$ cat config.mk
export PLATFORM = sky130hd
export DESIGN_NAME = completion_waiter_release_queue_top_flat
export DESIGN_NICKNAME = d
export VERILOG_FILES = /design/src/sv/cwrq_pkg.sv /design/src/sv/cwrq_req_if.sv /design/src/sv/cwrq_rsp_if.sv /design/src/sv/cwrq_ram.sv /design/src/sv/completion_waiter_release_queue_top.sv /design/src/flat_wrapper.sv
export SDC_FILE = /design/constraint.sdc
export NUM_CORES = 2
export LEC_CHECK = 0
export ABC_AREA = 1
export BUFFER_PORTS_ARGS = -buffer_cell sky130_fd_sc_hd__buf_2
export CAP_MARGIN = 0
export CORE_UTILIZATION = 49
export CTS_BUF_LIST = sky130_fd_sc_hd__clkbuf_16
export DETAILED_ROUTE_END_ITERATION = 8
export PLACE_DENSITY_LB_ADDON = 0.15
export SLEW_MARGIN = 30
export SYNTH_ARGS = -nofsm -noshare
export SYNTH_HDL_FRONTEND = slang
export SYNTH_SLANG_ARGS = --single-unit
$ cat constraint.sdc
create_clock -name clk -period 7 [get_ports clk]
set_input_delay 0.7 -clock clk [delete_from_list [all_inputs] [get_ports clk]]
set_output_delay 0.7 -clock clk [all_outputs]
set_load 0.02 [all_outputs]
$ cat src/sv/cwrq_pkg.sv
// Package for the completion waiter release queue: constants, codes, entry type, helpers.
package cwrq_pkg;

	// Default queue depth
	localparam int unsigned QUEUE_DEPTH = 64;

	// Half of the 32-bit counter range, used by the wrap test
	localparam logic [31:0] HALF_RANGE = 32'h7FFF_FFFF;

	// Origin code of a zero-copy completion message
	localparam logic [7:0] ORIGIN_ZEROCOPY = 8'd5;

	// Request commands
	typedef enum logic [1:0] {
		CMD_ENQUEUE = 2'd0,
		CMD_MESSAGE = 2'd1,
		CMD_TIMEOUT = 2'd2,
		CMD_NONE    = 2'd3
	} cmd_t;

	// Event kinds on the result channel
	typedef enum logic [1:0] {
		KIND_DONE    = 2'd0,
		KIND_WRAP    = 2'd1,
		KIND_TIMEOUT = 2'd2,
		KIND_REFUSED = 2'd3
	} kind_t;

	// Sequencer states
	typedef enum logic [1:0] {
		ST_IDLE,
		ST_BACK,
		ST_POP,
		ST_FLUSH
	} state_t;

	// One queue entry as stored in the waiter RAM
	typedef struct packed {
		logic [31:0] number;
		logic [7:0]  tag;
	} waiter_t;

	// True when newer appears wrapped against older
	function automatic logic appears_wrapped(input logic [31:0] older, input logic [31:0] newer);
		logic [31:0] diff;
		diff = newer - older;
		return (diff > HALF_RANGE) && (older > HALF_RANGE);
	endfunction

endpackage

$ cat src/sv/cwrq_req_if.sv
// Request channel interface: commands and waiters into the queue.
interface cwrq_req_if;
	logic        valid;
	logic        ready;
	logic [1:0]  cmd;
	logic [31:0] count_value;
	logic [7:0]  waiter_tag;
	logic [7:0]  origin;
	logic [7:0]  error_code;
	logic        batch_end;

	modport source (
		output valid, cmd, count_value, waiter_tag, origin, error_code, batch_end,
		input  ready
	);
	modport sink (
		input  valid, cmd, count_value, waiter_tag, origin, error_code, batch_end,
		output ready
	);
endinterface

$ cat src/sv/cwrq_rsp_if.sv
// Result channel interface: released or refused waiters out of the queue.
interface cwrq_rsp_if;
	logic       valid;
	logic       ready;
	logic [7:0] released_tag;
	logic [1:0] event_kind;
	logic       last_in_run;

	modport source (
		output valid, released_tag, event_kind, last_in_run,
		input  ready
	);
	modport sink (
		input  valid, released_tag, event_kind, last_in_run,
		output ready
	);
endinterface

$ cat src/sv/cwrq_ram.sv
// Generic single-write, single-read RAM with registered read data.
module cwrq_ram #(
	parameter int unsigned WIDTH = 40,
	parameter int unsigned DEPTH = 64
) (
	input  logic                     clk,
	input  logic                     we,
	input  logic [$clog2(DEPTH)-1:0] waddr,
	input  logic [WIDTH-1:0]         wdata,
	input  logic [$clog2(DEPTH)-1:0] raddr,
	output logic [WIDTH-1:0]         rdata
);

	logic [WIDTH-1:0] mem_q [DEPTH];

	// Write port
	always_ff @(posedge clk) begin
		if (we) begin
			mem_q[waddr] <= wdata;
		end
	end

	// Registered read port
	always_ff @(posedge clk) begin
		rdata <= mem_q[raddr];
	end

endmodule

$ cat src/sv/completion_waiter_release_queue_top.sv
// Top level of the completion waiter release queue: sequencer, queue pointers and result register.
//
// The req channel carries one request per handshake: enqueue a waiter (number and tag),
// a completion message (counter value, origin, error code, batch end mark) or a timeout.
// The rsp channel carries one result per released or refused waiter: its tag, the event
// kind and a mark on the last result that one request causes.
// Waiters live in a single RAM with registered read, so the sequencer reads one entry a
// cycle while the receiver takes results. An enqueue or a message that does not end a
// batch is handled in the idle state. A clean batch end reads the newest waiter for the
// wrap test in ST_BACK, then releases waiters in ST_POP and hands over the last result;
// a timeout skips ST_BACK. A refused enqueue goes to ST_FLUSH. The RAM read port sets the pace.
// req.ready is high only while the sequencer is idle; one result register separates the
// sides, so a stalled receiver holds the sequencer at the next result and no result is
// lost. Reset empties the queue and clears the batch state at once; the RAM contents are
// not cleared and are never read before they are written.
module completion_waiter_release_queue_top #(
	parameter int unsigned QUEUE_DEPTH = cwrq_pkg::QUEUE_DEPTH
) (
	input  logic             clk,
	input  logic             arst_n,
	cwrq_req_if.sink         req,
	cwrq_rsp_if.source       rsp
);

	localparam int unsigned AW = $clog2(QUEUE_DEPTH);
	localparam int unsigned OW = $clog2(QUEUE_DEPTH + 1);
	localparam int unsigned EW = $bits(cwrq_pkg::waiter_t);

	cwrq_pkg::state_t  state_q, state_d;
	logic [AW-1:0]     head_q, head_d;
	logic [AW-1:0]     tail_q, tail_d;
	logic [OW-1:0]     occ_q, occ_d;
	logic [31:0]       cnt_q, cnt_d;
	logic [31:0]       prev_q, prev_d;
	logic              poison_q, poison_d;
	logic [31:0]       rel_cnt_q, rel_cnt_d;
	logic              all_q, all_d;
	cwrq_pkg::kind_t   kind_q, kind_d;
	logic [7:0]        pend_tag_q, pend_tag_d;
	logic              have_pend_q, have_pend_d;

	logic              out_valid_q;
	logic [7:0]        out_tag_q;
	cwrq_pkg::kind_t   out_kind_q;
	logic              out_last_q;

	logic              emit;
	logic              emit_last;
	logic              slot_free;
	logic              ram_we;
	logic [AW-1:0]     ram_raddr;
	cwrq_pkg::waiter_t ram_wdata;
	cwrq_pkg::waiter_t ram_rdata;
	logic [EW-1:0]     ram_rdata_raw;

	cwrq_pkg::cmd_t    req_cmd;
	logic              msg_bad;
	logic              msg_take;
	logic [31:0]       msg_cnt;
	logic [31:0]       msg_prev;
	logic              msg_poison;
	logic              back_wrapped;
	logic              pop_take;
	logic [AW-1:0]     back_idx;

	// Advance a queue index with wrap at the depth
	function automatic logic [AW-1:0] idx_inc(input logic [AW-1:0] idx);
		return (idx == AW'(QUEUE_DEPTH - 1)) ? '0 : idx + AW'(1);
	endfunction

	// Waiter storage
	cwrq_ram #(
		.WIDTH (EW),
		.DEPTH (QUEUE_DEPTH)
	) u_ram (
		.clk   (clk),
		.we    (ram_we),
		.waddr (tail_q),
		.wdata (ram_wdata),
		.raddr (ram_raddr),
		.rdata (ram_rdata_raw)
	);

	assign ram_rdata = cwrq_pkg::waiter_t'(ram_rdata_raw);
	assign ram_wdata = '{number: req.count_value, tag: req.waiter_tag};
	assign req_cmd   = cwrq_pkg::cmd_t'(req.cmd);
	assign slot_free = !out_valid_q || rsp.ready;
	assign back_idx  = (tail_q == '0) ? AW'(QUEUE_DEPTH - 1) : tail_q - AW'(1);

	// Fold one completion message into the batch state
	assign msg_bad    = (req.origin != cwrq_pkg::ORIGIN_ZEROCOPY) || (req.error_code != 8'd0);
	assign msg_take   = (req.count_value > cnt_q) ||
		cwrq_pkg::appears_wrapped(prev_q, req.count_value);
	assign msg_poison = poison_q || msg_bad;
	assign msg_cnt    = (!poison_q && !msg_bad && msg_take) ? req.count_value : cnt_q;
	assign msg_prev   = (!poison_q && !msg_bad) ? req.count_value : prev_q;

	// Release tests on the RAM read data
	assign back_wrapped = cwrq_pkg::appears_wrapped(ram_rdata.number, rel_cnt_q);
	assign pop_take     = all_q || (ram_rdata.number <= rel_cnt_q);

	// Next state, pointers and result hand-over
	always_comb begin
		state_d     = state_q;
		head_d      = head_q;
		tail_d      = tail_q;
		occ_d       = occ_q;
		cnt_d       = cnt_q;
		prev_d      = prev_q;
		poison_d    = poison_q;
		rel_cnt_d   = rel_cnt_q;
		all_d       = all_q;
		kind_d      = kind_q;
		pend_tag_d  = pend_tag_q;
		have_pend_d = have_pend_q;
		ram_we      = 1'b0;
		ram_raddr   = head_q;
		emit        = 1'b0;
		emit_last   = 1'b0;
		req.ready   = 1'b0;

		unique case (state_q)
			cwrq_pkg::ST_IDLE: begin
				req.ready   = 1'b1;
				have_pend_d = 1'b0;
				if (req.valid) begin
					unique case (req_cmd)
						cwrq_pkg::CMD_ENQUEUE: begin
							if (occ_q == OW'(QUEUE_DEPTH)) begin
								pend_tag_d = req.waiter_tag;
								kind_d     = cwrq_pkg::KIND_REFUSED;
								state_d    = cwrq_pkg::ST_FLUSH;
							end else begin
								ram_we = 1'b1;
								tail_d = idx_inc(tail_q);
								occ_d  = occ_q + OW'(1);
							end
						end
						cwrq_pkg::CMD_MESSAGE: begin
							cnt_d    = msg_cnt;
							prev_d   = msg_prev;
							poison_d = msg_poison;
							if (req.batch_end) begin
								cnt_d    = '0;
								prev_d   = '0;
								poison_d = 1'b0;
								if (!msg_poison && occ_q != '0) begin
									rel_cnt_d = msg_cnt;
									ram_raddr = back_idx;
									state_d   = cwrq_pkg::ST_BACK;
								end
							end
						end
						cwrq_pkg::CMD_TIMEOUT: begin
							if (occ_q != '0) begin
								all_d   = 1'b1;
								kind_d  = cwrq_pkg::KIND_TIMEOUT;
								state_d = cwrq_pkg::ST_POP;
							end
						end
						cwrq_pkg::CMD_NONE: begin
						end
						default: begin
						end
					endcase
				end
			end
			cwrq_pkg::ST_BACK: begin
				// Newest waiter is in the read data; choose release-all or compare run
				all_d   = back_wrapped;
				kind_d  = back_wrapped ? cwrq_pkg::KIND_WRAP : cwrq_pkg::KIND_DONE;
				state_d = cwrq_pkg::ST_POP;
			end
			cwrq_pkg::ST_POP: begin
				if (pop_take) begin
					// Hand over the held result before taking the next waiter
					if (!have_pend_q || slot_free) begin
						emit        = have_pend_q;
						pend_tag_d  = ram_rdata.tag;
						have_pend_d = 1'b1;
						head_d      = idx_inc(head_q);
						occ_d       = occ_q - OW'(1);
						ram_raddr   = idx_inc(head_q);
						if (occ_q == OW'(1)) begin
							state_d = cwrq_pkg::ST_FLUSH;
						end
					end
				end else if (!have_pend_q) begin
					state_d = cwrq_pkg::ST_IDLE;
				end else if (slot_free) begin
					emit      = 1'b1;
					emit_last = 1'b1;
					state_d   = cwrq_pkg::ST_IDLE;
				end
			end
			cwrq_pkg::ST_FLUSH: begin
				if (slot_free) begin
					emit      = 1'b1;
					emit_last = 1'b1;
					state_d   = cwrq_pkg::ST_IDLE;
				end
			end
			default: begin
				state_d = cwrq_pkg::ST_IDLE;
			end
		endcase
	end

	// Sequencer and queue control registers
	always_ff @(posedge clk or negedge arst_n) begin
		if (!arst_n) begin
			state_q     <= cwrq_pkg::ST_IDLE;
			head_q      <= '0;
			tail_q      <= '0;
			occ_q       <= '0;
			cnt_q       <= '0;
			prev_q      <= '0;
			poison_q    <= 1'b0;
			all_q       <= 1'b0;
			have_pend_q <= 1'b0;
		end else begin
			state_q     <= state_d;
			head_q      <= head_d;
			tail_q      <= tail_d;
			occ_q       <= occ_d;
			cnt_q       <= cnt_d;
			prev_q      <= prev_d;
			poison_q    <= poison_d;
			all_q       <= all_d;
			have_pend_q <= have_pend_d;
		end
	end

	// Run payload registers
	always_ff @(posedge clk) begin
		rel_cnt_q  <= rel_cnt_d;
		kind_q     <= kind_d;
		pend_tag_q <= pend_tag_d;
	end

	// Result register: load on hand-over, drop once taken
	always_ff @(posedge clk or negedge arst_n) begin
		if (!arst_n) begin
			out_valid_q <= 1'b0;
		end else if (emit) begin
			out_valid_q <= 1'b1;
		end else if (rsp.ready) begin
			out_valid_q <= 1'b0;
		end
	end

	always_ff @(posedge clk) begin
		if (emit) begin
			out_tag_q  <= pend_tag_q;
			out_kind_q <= kind_q;
			out_last_q <= emit_last;
		end
	end

	assign rsp.valid        = out_valid_q;
	assign rsp.released_tag = out_tag_q;
	assign rsp.event_kind   = out_kind_q;
	assign rsp.last_in_run  = out_last_q;

endmodule
$ cat src/flat_wrapper.sv
// flat-port wrapper written by rule: the top's interface ports become plain ports
module completion_waiter_release_queue_top_flat 
#(
	parameter int unsigned QUEUE_DEPTH = cwrq_pkg::QUEUE_DEPTH
)
  (clk, arst_n, req_valid, req_cmd, req_count_value, req_waiter_tag, req_origin, req_error_code, req_batch_end, req_ready, rsp_valid, rsp_released_tag, rsp_event_kind, rsp_last_in_run, rsp_ready);
  cwrq_req_if req_i ();
  cwrq_rsp_if rsp_i ();
  input  logic clk;
  input  logic arst_n;
  input wire logic [$bits(req_i.valid)-1:0] req_valid;
  input wire logic [$bits(req_i.cmd)-1:0] req_cmd;
  input wire logic [$bits(req_i.count_value)-1:0] req_count_value;
  input wire logic [$bits(req_i.waiter_tag)-1:0] req_waiter_tag;
  input wire logic [$bits(req_i.origin)-1:0] req_origin;
  input wire logic [$bits(req_i.error_code)-1:0] req_error_code;
  input wire logic [$bits(req_i.batch_end)-1:0] req_batch_end;
  output wire logic [$bits(req_i.ready)-1:0] req_ready;
  output wire logic [$bits(rsp_i.valid)-1:0] rsp_valid;
  output wire logic [$bits(rsp_i.released_tag)-1:0] rsp_released_tag;
  output wire logic [$bits(rsp_i.event_kind)-1:0] rsp_event_kind;
  output wire logic [$bits(rsp_i.last_in_run)-1:0] rsp_last_in_run;
  input wire logic [$bits(rsp_i.ready)-1:0] rsp_ready;
  assign req_i.valid = req_valid;
  assign req_i.cmd = req_cmd;
  assign req_i.count_value = req_count_value;
  assign req_i.waiter_tag = req_waiter_tag;
  assign req_i.origin = req_origin;
  assign req_i.error_code = req_error_code;
  assign req_i.batch_end = req_batch_end;
  assign req_ready = req_i.ready;
  assign rsp_valid = rsp_i.valid;
  assign rsp_released_tag = rsp_i.released_tag;
  assign rsp_event_kind = rsp_i.event_kind;
  assign rsp_last_in_run = rsp_i.last_in_run;
  assign rsp_i.ready = rsp_ready;
  completion_waiter_release_queue_top #(.QUEUE_DEPTH(QUEUE_DEPTH)) u_core (.clk(clk), .arst_n(arst_n), .req(req_i), .rsp(rsp_i));
endmodule
==> impl_results.md <==
* Register area share after synthesis at 67.3%
* Num CTS Buffers at between 300 and 400
* Post-layout util at 54.9%
* Synth Register Bits at between 2000 and 3000
* Clk network pwr share at 23.5%
* Total GRT Usage at 30.6%
* Post-CTS Setup Inserts at 0
* CTS tree: built
* Area grow syn2layout at 11.4%
* Setup CP Type: register to register
* Final wirelength at slightly below 400000 µm
* Metal3 WL at about 43000 µm
* Core area at approximately 250000 µm²
* Setup violators final at 0
* CTS root buf: clkbuf_16
* Vias at about 86000
* Sequential Power Share at between 20 and 30%
* Grt ovf at 0
* Main synth FF type: edfxtp_1
* Psw at about 0.029 W
* CTS Sinks at between 2000 and 3000
* Min Tclk post-route at around 5.3 ns
* Latest clock arrival within the worst-skew pair at between 0.9 and 1 ns
* WP data required at a little under 8 ns
* Clock Tree Buf Depth at 4
* Mean area per synthesized cell at approximately 11 µm²
* Net count after synthesis at between 10000 and 15000
* Post-DP HPWL at ~210000 µm
* Setup TNS at 0 ns
* DR pass1 iterations at 7
* Clock Pin Slew Worst Setup and Hold Paths at 0.06 ns
* Number of port buffers at 75
* Post-synth EDFFs at 2613
* Top cell type's share of synthesized area at 64.8%
* Yosys top cell by area: edfxtp_1
* RSZ-0062 raised after global routing: no
* First-pass GRT wire length at around 560000 µm
* Share of post-route cells with drive strength above 1 at under 10%
* Main combinational cell family by area after synthesis: simple AND/OR/NAND/NOR gates
* Worst Setup Start Kind: register
* Synth cell types at 50
* Met2 routed wirelength at 171000 µm
* DRC at 0
* Ys async rst share at under 10%
* Most frequent cells in the layout: nand3_1, edfxtp_1, nand2_1, inv_1, nand3b_1
* Synthesis Warnings at 0
* Io pins at between 70 and 80
* Actual slew at the worst max-slew pin at ~1.1 ns
* Commonest non-fill, non-tap cell in the layout: nand3_1
* Full die area at between 200000 and 250000 µm²
* Crit-path max FO at 69
* Max_cap viols at 0
* Mux share of post-synthesis cell area at 0%
* Post-Synth Adder-Cell Area at under 10%
* Cells after Synth at roughly 11000
* Critical path arrival at just over 6 ns
* Largest net degree at the start of global routing at roughly 170
* Avg Vias per Cell at roughly 5.9
* Synth area leaders: edfxtp_1, nand3_1, nand2_1, inv_1, nand3b_1
* Global placement routability congestion at between 0.9 and 1
* P_leak at 53.6 nW
* Slew Limit Fails at 0
* Final nets at 11300
* Fillcell total at between 20000 and 25000
* Initial antenna violation count at 21
* Switching Share at ~45%
* Row count at roughly 180
* Wire per inst at approximately 27 µm
* Vias in the first global route at ~80000
* Power per cell area at approximately 480 nW/µm²
* Met1 WL at between 150000 and 200000 µm
* Run status: finished clean
* Slew headroom at between 20% and 30%
* Die H at approximately 500 µm
* Int Power at approximately 0.036 W
* Syn Std Cell Area at about 120000 µm²
* Fin. Hold Viols at 0
* Initial Util at 49.3%
* Tcrit/Tclk final at between 70 and 80%
* Die W at ~500 µm
* DR iter-0 viols at 12300
* Highest clock rate at between 150 and 200 MHz
* Worst min path class: input pin to register
* Comb power frac at a little under half
* Critical Path End Type: register
* Xor and xnor fraction of the mapped netlist area at less than 1%
* Highest routed layer: met5
* Fin Clk Skew at 0.0393 ns
* Max IR drop VDD at 0.000724 V
* H-tree Lvls at 5
* Antenna Nets Post-Route at 0
* Synth Area in Compound Gates at 1.08%
* Simple-Gate Fraction of Synth Area at between 20% and 30%
-- cell type report --
cell class	instances	area, µm²	share of cell area [%]
repair buffers	352	3320	2.46
multi-input cells	6293	31400	23.3
flip-flops and latches	2742	81500	60.4
well taps	3220	4030	2.99
clock inverters	216	1440	1.07
diodes	6	15.0	0.0111
clock buffers	312	7810	5.79
inverters	1420	5350	3.96
-- power groups by stage --
stage	Clock (W)	Combinational (W)	Sequential (W)
global placement	0	0.0298	0.0192
finish	0.0152	0.0306	0.0189
floorplan	0	0.0199	0.0191
global route	0.0159	0.0332	0.0189
detailed placement	0	0.0301	0.0192
CTS	0.0154	0.0302	0.0188
-- per-stage QoR --
step / hold slack [ns] / setup WS (ns) / total power (W) / cells / instance area [µm²]
2_1_floorplan: 0.400 / 1.72 / 0.0390 / 11200 / 121000
3_3_place_gp: 0.405 / 1.89 / 0.0490 / 14000 / 125000
3_5_place_dp: 0.405 / 1.87 / 0.0493 / 14000 / 126000
4_1_cts: 0.0450 / 1.83 / 0.0644 / 14600 / 135000
5_1_grt: 0.105 / 1.63 / 0.0680 / 14600 / 135000
6_report: 0.105 / 1.74 / 0.0646 / 14600 / 135000
-- state kept, by name, summed over array words and instances (netlist names), 2 cells and up --
name,flops
u_core.head_q,6
u_core.pend_tag_q,8
u_core.prev_q,32
u_core.state_q,2
u_core.u_ram.mem_q,2560
u_core.tail_q,6
u_core.cnt_q,32
u_core.rsp.event_kind,2
u_core.kind_q,2
u_core.rel_cnt_q,32
u_core.u_ram.rdata,40
u_core.occ_q,7
u_core.rsp.released_tag,8
-- kinds of logic (layout without fill, tap and decap cells) --
| family | Yosys count | after routing |
|---|---|---|
| XOR/XNOR | 12 | 12 |
| AND/OR/NAND/NOR | 5940 | 5940 |
| adder cells (fa/ha/maj) | 107 | 107 |
| flip-flops | 2742 | 2742 |
| buffers and inverters | 2144 | 2300 |
| AO/OA/AOI/OAI | 234 | 234 |
| other | 0 | 6 |
-- worst max-delay path: stages, from the launching register on --
cell	delay [ns]
dfxtp_1	0.47
inv_1	0.09
ha_1	0.35
a21oi_1	0.29
o21a_1	0.20
nor2_1	0.06
nor2_2	0.20
nand2_4	0.13
nand2_1	0.08
nand2_1	0.05
nand2_1	0.10
nand2_4	0.25
nand2_4	0.78
buf_12	0.40
buf_4	0.41
nand2_1	0.09
nand2_1	0.07
nand2_1	0.06
nand3_1	0.12
nand3_1	0.16
nand3_1	0.21
nand3_1	0.37
nand2_1	0.18
-- repair_timing --
item	4_1_cts	5_1_grt
hold endpoints to repair	50	0
hold buffers	1	0
gates resized for setup	0	0
-- layer usage --
| metal | vias to the layer above | global-route usage [%] |
|---|---|---|
| met5 | - | 0 |
| met4 | 8 | 9.22 |
| met3 | 649 | 6.37 |
| met2 | 4680 | 46.4 |
| met1 | 42300 | 44.4 |
| li1 | 38200 | - |
-- final timing paths --
| check | start | end | slack, ns | depth (start not counted) |
|---|---|---|---|---|
| worst max-delay path | u_core.u_ram.rdata[25] | u_core.u_ram.rdata[37] | 1.74 | 22 |
| worst min-delay path | rsp_ready | u_core.rsp.valid | 0.10 | 4 |
| worst max register to register | u_core.u_ram.rdata[25] | u_core.u_ram.rdata[37] | 1.74 | 22 |
| worst min register to register | u_core.pend_tag_q[3] | u_core.rsp.released_tag[3] | 0.42 | 0 |
| max in group asynchronous | arst_n | u_core.prev_q[0] | 5.49 | 3 |
| min in group asynchronous | arst_n | u_core.cnt_q[26] | 0.39 | 2 |
-- Yosys cell counts, types with 15 or more instances --
| master | count |
|---|---|
| edfxtp_1 | 2613 |
| buf_2 | 509 |
| nand3_1 | 2839 |
| dfxtp_1 | 40 |
| nand2_1 | 2352 |
| clkbuf_1 | 191 |
| nand4_1 | 15 |
| o21ai_0 | 90 |
| ha_1 | 106 |
| inv_1 | 1413 |
| o22ai_1 | 35 |
| nand3b_1 | 561 |
| o21ai_1 | 17 |
| dfrtp_1 | 89 |
| a21oi_1 | 64 |
| nor3_1 | 17 |
| nor2_1 | 136 |
Note: power is estimated with default switching activity, not from simulation.
